--- config.mk ---
export PLATFORM = sky130hd
export DESIGN_NAME = one_wire_voice_command_sender_top
export DESIGN_NICKNAME = d
export VERILOG_FILES = /design/src/hdl/owvcs_pkg.sv /design/src/hdl/one_wire_voice_command_sender_top.sv /design/src/hdl/owvcs_core.sv
export SDC_FILE = /design/constraint.sdc
export NUM_CORES = 1
export LEC_CHECK = 0
export ABC_AREA = 1
export BUFFER_PORTS_ARGS = -buffer_cell sky130_fd_sc_hd__buf_4
export CAP_MARGIN = 30
export CORE_AREA = 2 2 97 136
export DETAILED_ROUTE_END_ITERATION = 10
export DIE_AREA = 0 0 99 138
export PLACE_DENSITY = 0.75
export SLEW_MARGIN = 5
export SYNTH_ARGS = -nofsm -noshare
export SYNTH_HDL_FRONTEND = slang
export SYNTH_HIERARCHICAL = 1
export SYNTH_SLANG_ARGS = --single-unit
--- constraint.sdc ---
create_clock -name clock -period 4.05 [get_ports clock]
set_input_delay 0.405 -clock clock [delete_from_list [all_inputs] [get_ports clock]]
set_output_delay 0.405 -clock clock [all_outputs]
set_load 0.02 [all_outputs]
--- src/hdl/owvcs_pkg.sv ---
// Shared types and constants for the one-wire voice command sender.
`timescale 1ns / 1ps
`default_nettype none
package owvcs_pkg;

   localparam int START_W = 16;
   localparam int FINE_W  = 8;
   localparam int BYTE_W  = 8;
   localparam int BIT_W   = 4;
   localparam int OP_W    = 2;
   localparam int CSR_IDX_W  = 3;
   localparam int CSR_DATA_W = 16;

   localparam logic [BIT_W-1:0]   BYTE_BITS  = 4'd8;
   localparam logic [START_W-1:0] START_MAX  = 16'hFFFF;
   localparam logic [FINE_W-1:0]  FINE_MAX   = 8'hFF;

   // request codes
   localparam logic [OP_W-1:0] OP_NONE = 2'd0;
   localparam logic [OP_W-1:0] OP_CMD  = 2'd1;
   localparam logic [OP_W-1:0] OP_PLAY = 2'd2;

   // register indexes
   localparam logic [CSR_IDX_W-1:0] CSR_START_LOW = 3'd0;
   localparam logic [CSR_IDX_W-1:0] CSR_ONE_HIGH  = 3'd1;
   localparam logic [CSR_IDX_W-1:0] CSR_ZERO_HIGH = 3'd2;
   localparam logic [CSR_IDX_W-1:0] CSR_BIT_END   = 3'd3;
   localparam logic [CSR_IDX_W-1:0] CSR_PLAY_OP   = 3'd4;

   // register reset values
   localparam logic [START_W-1:0] START_LOW_RST = 16'd500;
   localparam logic [FINE_W-1:0]  ONE_HIGH_RST  = 8'd6;
   localparam logic [FINE_W-1:0]  ZERO_HIGH_RST = 8'd2;
   localparam logic [FINE_W-1:0]  BIT_END_RST   = 8'd8;
   localparam logic [BYTE_W-1:0]  PLAY_OP_RST   = 8'hF3;

   typedef enum logic [3:0] {
      PH_IDLE  = 4'b0001,
      PH_START = 4'b0010,
      PH_CMD   = 4'b0100,
      PH_ADDR  = 4'b1000
   } phase_type;

   typedef struct packed {
      logic [START_W-1:0] start_low_ticks;
      logic [FINE_W-1:0]  one_high_ticks;
      logic [FINE_W-1:0]  zero_high_ticks;
      logic [FINE_W-1:0]  bit_end_ticks;
      logic [BYTE_W-1:0]  play_opcode;
   } cfg_type;

   typedef struct packed {
      logic line_level;
      logic busy;
   } rslt_type;

endpackage
`default_nettype wire

--- src/hdl/one_wire_voice_command_sender_top.sv ---
// Top level of the one-wire voice command sender: CSRs, handshake and result register.
// Latency: a result is valid on the cycle after its request transaction is accepted.
// Throughput: one transaction per cycle unless a held result stalls; the single
// result register is refilled in the cycle it drains, so req_ready follows rsp_ready.
// Reset: synchronous; clears the sequencer to idle with the line high, empties the
// result register and restores all CSRs to their default values.
`timescale 1ns / 1ps
`default_nettype none
module one_wire_voice_command_sender_top (
   input  wire logic                              clock,
   input  wire logic                              reset,
   input  wire logic                              csr_wen,
   input  wire logic [owvcs_pkg::CSR_IDX_W-1:0]   csr_index,
   input  wire logic [owvcs_pkg::CSR_DATA_W-1:0]  csr_wdata,
   input  wire logic                              req_valid,
   output logic                                   req_ready,
   input  wire logic [owvcs_pkg::OP_W-1:0]        req_operation,
   input  wire logic [owvcs_pkg::BYTE_W-1:0]      req_cmd_byte,
   input  wire logic [owvcs_pkg::BYTE_W-1:0]      req_addr_byte,
   input  wire logic                              req_fine_tick,
   input  wire logic                              req_coarse_tick,
   output logic                                   rsp_valid,
   input  wire logic                              rsp_ready,
   output logic                                   rsp_line_level,
   output logic                                   rsp_busy_res
);
   import owvcs_pkg::*;

   cfg_type  cfg_ff;
   logic     rsp_valid_ff;
   rslt_type rsp_ff;
   rslt_type rslt;
   logic     step;

   assign req_ready = !rsp_valid_ff || rsp_ready;
   assign step      = req_valid && req_ready;

   always_ff @(posedge clock) begin
      if (reset) begin
         cfg_ff.start_low_ticks <= START_LOW_RST;
         cfg_ff.one_high_ticks  <= ONE_HIGH_RST;
         cfg_ff.zero_high_ticks <= ZERO_HIGH_RST;
         cfg_ff.bit_end_ticks   <= BIT_END_RST;
         cfg_ff.play_opcode     <= PLAY_OP_RST;
      end else if (csr_wen) begin
         case (csr_index)
            CSR_START_LOW: cfg_ff.start_low_ticks <= csr_wdata;
            CSR_ONE_HIGH:  cfg_ff.one_high_ticks  <= csr_wdata[FINE_W-1:0];
            CSR_ZERO_HIGH: cfg_ff.zero_high_ticks <= csr_wdata[FINE_W-1:0];
            CSR_BIT_END:   cfg_ff.bit_end_ticks   <= csr_wdata[FINE_W-1:0];
            CSR_PLAY_OP:   cfg_ff.play_opcode     <= csr_wdata[BYTE_W-1:0];
            default: ;
         endcase
      end
   end

   owvcs_core u_core (
      .clock       (clock),
      .reset       (reset),
      .step        (step),
      .cfg         (cfg_ff),
      .operation   (req_operation),
      .cmd_byte    (req_cmd_byte),
      .addr_byte   (req_addr_byte),
      .fine_tick   (req_fine_tick),
      .coarse_tick (req_coarse_tick),
      .rslt        (rslt)
   );

   always_ff @(posedge clock) begin
      if (reset) begin
         rsp_valid_ff <= 1'b0;
      end else if (step) begin
         rsp_valid_ff <= 1'b1;
      end else if (rsp_ready) begin
         rsp_valid_ff <= 1'b0;
      end
   end

   always_ff @(posedge clock) begin
      if (step) begin
         rsp_ff <= rslt;
      end
   end

   assign rsp_valid      = rsp_valid_ff;
   assign rsp_line_level = rsp_ff.line_level;
   assign rsp_busy_res   = rsp_ff.busy;

endmodule
`default_nettype wire

--- src/hdl/owvcs_core.sv ---
// Transfer sequencer: phase, tick counters, bit index and byte registers.
`timescale 1ns / 1ps
`default_nettype none
module owvcs_core (
   input  wire logic                          clock,
   input  wire logic                          reset,
   input  wire logic                          step,
   input  wire owvcs_pkg::cfg_type            cfg,
   input  wire logic [owvcs_pkg::OP_W-1:0]    operation,
   input  wire logic [owvcs_pkg::BYTE_W-1:0]  cmd_byte,
   input  wire logic [owvcs_pkg::BYTE_W-1:0]  addr_byte,
   input  wire logic                          fine_tick,
   input  wire logic                          coarse_tick,
   output owvcs_pkg::rslt_type                rslt
);
   import owvcs_pkg::*;

   phase_type          phase_ff, phase_in;
   logic [START_W-1:0] start_count_ff, start_count_in;
   logic [FINE_W-1:0]  fine_count_ff, fine_count_in;
   logic [BIT_W-1:0]   bit_index_ff, bit_index_in;
   logic [BYTE_W-1:0]  command_ff, command_in;
   logic [BYTE_W-1:0]  address_ff, address_in;
   logic               line_ff, line_in;
   logic [BYTE_W-1:0]  cur_byte;
   logic               cur_bit;
   logic [FINE_W-1:0]  high_ticks;
   logic               start_done;

   always_comb begin
      phase_in       = phase_ff;
      start_count_in = start_count_ff;
      fine_count_in  = fine_count_ff;
      bit_index_in   = bit_index_ff;
      command_in     = command_ff;
      address_in     = address_ff;
      line_in        = line_ff;

      // a new request restarts whatever is running
      if (operation == OP_CMD || operation == OP_PLAY) begin
         phase_in       = PH_START;
         start_count_in = '0;
         fine_count_in  = '0;
         bit_index_in   = '0;
         if (operation == OP_CMD) begin
            command_in = cmd_byte;
         end else begin
            command_in = cfg.play_opcode;
            address_in = addr_byte;
         end
      end

      if (coarse_tick && start_count_in != START_MAX) begin
         start_count_in = start_count_in + 1'b1;
      end
      if (fine_tick && fine_count_in != FINE_MAX) begin
         fine_count_in = fine_count_in + 1'b1;
      end

      cur_byte   = (phase_in == PH_ADDR) ? address_in : command_in;
      cur_bit    = cur_byte[bit_index_in[2:0]];
      high_ticks = cur_bit ? cfg.one_high_ticks : cfg.zero_high_ticks;
      start_done = (start_count_in >= cfg.start_low_ticks);

      case (phase_in)
         PH_IDLE: begin
            line_in        = 1'b1;
            start_count_in = '0;
         end
         PH_START: begin
            line_in = 1'b0;
            if (start_done) begin
               start_count_in = '0;
               phase_in       = PH_CMD;
               bit_index_in   = '0;
               fine_count_in  = '0;
            end
         end
         PH_CMD, PH_ADDR: begin
            if (bit_index_in < BYTE_BITS) begin
               if (fine_count_in <= high_ticks) begin
                  line_in = 1'b1;
               end else if (fine_count_in <= cfg.bit_end_ticks) begin
                  line_in = 1'b0;
               end else begin
                  bit_index_in  = bit_index_in + 1'b1;
                  fine_count_in = '0;
               end
               if (phase_in == PH_CMD) begin
                  start_count_in = '0;
               end
            end else if (phase_in == PH_CMD && command_in == cfg.play_opcode) begin
               // gap before the address byte, line keeps its last level
               if (start_done) begin
                  start_count_in = '0;
                  phase_in       = PH_ADDR;
                  bit_index_in   = '0;
                  fine_count_in  = '0;
               end
            end else begin
               phase_in = PH_IDLE;
            end
         end
         default: begin
            phase_in = PH_IDLE;
         end
      endcase
   end

   always_ff @(posedge clock) begin
      if (reset) begin
         phase_ff       <= PH_IDLE;
         start_count_ff <= '0;
         fine_count_ff  <= '0;
         bit_index_ff   <= '0;
         command_ff     <= '0;
         address_ff     <= '0;
         line_ff        <= 1'b1;
      end else if (step) begin
         phase_ff       <= phase_in;
         start_count_ff <= start_count_in;
         fine_count_ff  <= fine_count_in;
         bit_index_ff   <= bit_index_in;
         command_ff     <= command_in;
         address_ff     <= address_in;
         line_ff        <= line_in;
      end
   end

   assign rslt.line_level = line_in;
   assign rslt.busy       = (phase_in != PH_IDLE);

endmodule
`default_nettype wire

==> summary.md <==
| Metric | Value |
|---|---|
| Grt total ovfl | `0` |
| Final hold viol count | `0` |
| I/O pin total | `48` |
| Full die area | `13660 um2` |
| FFs w/ async S/R, synth | `0` |
| Rows | `between 40 and 50` |
| # Post-CTS Setup Buffers | `0` |
| Clock-pin slew on the worst setup and hold paths | `about 80 ps` |
| Met3 wire len | `727 um` |
| DR vias | `between 6000 and 7000` |
| Vias per cell | `around 5.1` |
| Clock latency on the worst-skew pair | `about 350 ps` |
| Uppermost layer routed | `met4` |
| Die X-Extent | `99 um` |
| Clk buf depth | `2` |
| Hold Crit Class | `in -> reg` |
| Core ar. | `about 13000 um2` |
| Post-synthesis cell area | `around 6700 um2` |
| WL/cell | `roughly 13 um` |
| DRC viols | `0` |
| Total of max-cap violations | `0` |
| FILL cells | `around 1200` |
| Starting DRT DRC Count | `310` |
| Post-synth EDFFs | `2` |
| Leak pwr | `~4.2 nW` |
| Initial core utilization | `0.5346` |
| Overall power consumption | `roughly 2.5 mW` |
| Period utilization | `0.9442` |
| PwrDens | `between 300 and 400 nW/um2` |
| Final Non-Filler Cells | `1335` |
| Crit Path Max Fanout | `16` |
| Syn avg cell area | `about 6.3 um2` |
| WS Path Type | `in -> reg` |
| Detail Route Antenna Nets | `0` |
| Share of the synthesized area in the top cell type | `0.2920` |
| Synth area leaders | `dfxtp_1, nand2_1, inv_1` |
| H-tree depth | `3` |
| Dpl cells | `1318` |
| First-pass GRT wire length | `around 28000 um` |
| Post-Route WL | `approximately 17000 um` |
| Clock sink count | `100` |
| DP Wirelength | `between 10000 and 15000 um` |
| Crit start category | `input pin` |
| Max VDD drop | `around 0.0002 V` |
| Met1 wire length | `7002 um` |
| Slew Limit Fails | `0` |
| Synth warn | `6` |
| GPL Wtd Cong | `0.9150` |
| Area Growth Syn to Fin | `20.78%` |
| Clk_skew | `slightly above 9 ps` |
| Worst path bufs/invs | `8` |
| Inserted Clock Buffers | `9` |
| CP endpoint kind | `register` |
| Synth area leader | `dfxtp_1` |
| Detailed Routing Iterations Pass 1 | `5` |
| Cell family with the largest share of critical-path delay | `simple AND/OR/NAND/NOR gates` |
| Mapped Cells | `1074` |
| CTS tree | `built` |
| Status | `finished, final reports clean` |
| FF+latch count, synth | `100` |
| Met2 WL post-DR | `8723 um` |
| Vias in the first global route | `6337` |
| Total track usage | `0.2521` |
| Worst Path Arrival | `just over 4000 ps` |
| Peak Freq | `between 200 and 300 MHz` |
| Diode count | `0` |
| Worst reg2reg setup slack | `around 640 ps` |
| Die Ht | `138 um` |
| CP max stage cell | `ha_1` |
| Largest net degree at the start of global routing | `56` |
| Synth Flop Type | `dfxtp_1` |
| Port buffer count | `47` |
| Register area share after synthesis | `0.3009` |
| Slowest stage delay, CP | `roughly 360 ps` |
| Min Tclk post-route | `about 3800 ps` |
| Tightest Pin Transition | `just under 900 ps` |
| Clk Tree Root Cell | `clkbuf_16` |
| Req. time, crit path | `roughly 4300 ps` |
| Initial antenna violation count | `0` |
| Final nets | `1257` |
| Yosys cell types | `38` |
| Layout cells sized above 1 | `0.1692` |
| # setup viols final | `0` |
| Worst slew margin | `0.4150` |
| Top cell by count, worst path | `nand2_1` |
| Hold_ws | `approximately 250 ps` |
| Mapped Nets | `~1200` |
layout by cell type, fill, tap and decap left out, drive strengths merged:
cell type	n
nand2	332
inv	163
nor2	136
buf	127
dfxtp	98
nand3	96
a21oi	63
o21ai	47
ha	36
xor2	18
clkbuf	10
o211ai	9
nand4	9
or2	7
nor3	7
o21a	4
xnor2	4
o21bai	3
nand3b	3
edfxtp	2
clkinv	2
bufinv	1
clkinvlp	1
mux2i	1
and3	1
and2	1
nor4	1
final cells by class:
cell class	instances	area (um2)	area share
inverters	161	604.3	0.07447
clock buffers	10	239.0	0.02945
well taps	153	191.4	0.02359
multi-input cells	778	3968	0.4889
repair buffers	127	1011	0.1246
clock inverters	6	80.08	0.009867
flip-flops and latches	100	2022	0.2492
state kept, by name, summed over array words and instances (netlist names):
name	cells
cfg_ff	48
u_core/start_count_ff	16
u_core/address_ff	8
u_core/command_ff	8
u_core/fine_count_ff	8
u_core/bit_index_ff	4
u_core/phase_ff	4
rsp_busy_res	1
rsp_line_level	1
rsp_valid	1
u_core/line_ff	1
per-layer routing:
| metal | vias to the layer above | track usage |
|---|---|---|
| li1 | 3567 | - |
| met5 | - | 0 |
| met1 | 3055 | 0.2973 |
| met3 | 46 | 0.03539 |
| met4 | 0 | 0.1045 |
| met2 | 162 | 0.4513 |
cell usage after synthesis (8+ instances only):
| library cell | instances |
|---|---|
| inv_2 | 10 |
| nand3_1 | 92 |
| ha_1 | 36 |
| nor2_4 | 9 |
| nand2_1 | 325 |
| nor2_1 | 120 |
| a21oi_1 | 63 |
| o211ai_1 | 9 |
| nand4_1 | 8 |
| o21ai_0 | 35 |
| clkbuf_1 | 15 |
| dfxtp_1 | 98 |
| xor2_1 | 18 |
| o21ai_1 | 12 |
| inv_1 | 150 |
stage by stage:
| step | cell area [um2] | util | setup WS, ps | TNS, ps |
|---|---|---|---|---|
| finish | 8115 | 0.6457 | 226.0 | 0 |
| detailed placement | 7719 | 0.6141 | -295.4 | -6475 |
| CTS | 8038 | 0.6395 | 30.87 | 0 |
| global placement | 7719 | 0.6141 | -260.8 | -5854 |
| global route | 8115 | 0.6457 | -25.01 | -159.6 |
| floorplan | 6719 | - | 157.8 | 0 |
worst register-to-register path, stage by stage (launching register included):
cell	delay (ps)
dfxtp_1	310
inv_1	80
nand2_1	100
nor2_4	130
nand3_4	130
inv_2	150
a21oi_1	80
o21ai_0	80
nand3_1	90
nand3_1	140
nand2_1	70
buf_4	170
buf_4	140
o21ai_1	150
ha_1	280
a21oi_1	200
o21a_1	150
nand2_1	60
nand2_1	130
nor2_2	50
nand2_1	80
nand2_1	70
inv_1	60
nand2_1	50
nand2_1	100
buf_12	130
nand2_1	50
a21oi_1	130
repair_timing:
| item | 4_1_cts | 5_1_grt |
|---|---|---|
| hold buffers | 0 | 0 |
| resized for setup | 0 | 13 |
| setup endpoints to repair | 0 | 28 |
logic make-up (layout without fill, tap and decap cells):
family                   Yosys count  in the layout  share of synthesized area
AO/OA/AOI/OAI                    126            126                    0.09981
XOR/XNOR                          22             22                    0.02868
adder cells (fa/ha/maj)           36             36                    0.06704
buffers and inverters            196            304                     0.1196
flip-flops                       100            100                     0.3009
multiplexers                       1              1                   0.001490
AND/OR/NAND/NOR                  593            593                     0.3825
report_power, final:
| part | leakage, nW | switching [mW] | internal, mW | total, mW |
|---|---|---|---|---|
| clock | 0.155 | 0.407 | 0.510 | 0.918 |
| combinational | 3.25 | 0.328 | 0.227 | 0.555 |
| sequential | 0.819 | 0.0256 | 1.03 | 1.06 |
worst paths after layout:
kind | startpoint | end | cells past startpoint
max | req_operation[0] | u_core/start_count_ff[1]$_SDFFE_PP0P_ | 27
min | csr_wdata[0] | cfg_ff[0]$_SDFFE_PP1P_ | 3
max reg2reg | u_core/phase_ff[1]$_SDFFE_PP0P_ | u_core/fine_count_ff[0]$_SDFFE_PP0P_ | 27
min reg2reg | u_core/start_count_ff[3]$_SDFFE_PP0P_ | u_core/start_count_ff[3]$_SDFFE_PP0P_ | 2
(Power assumes the default switching activity.)
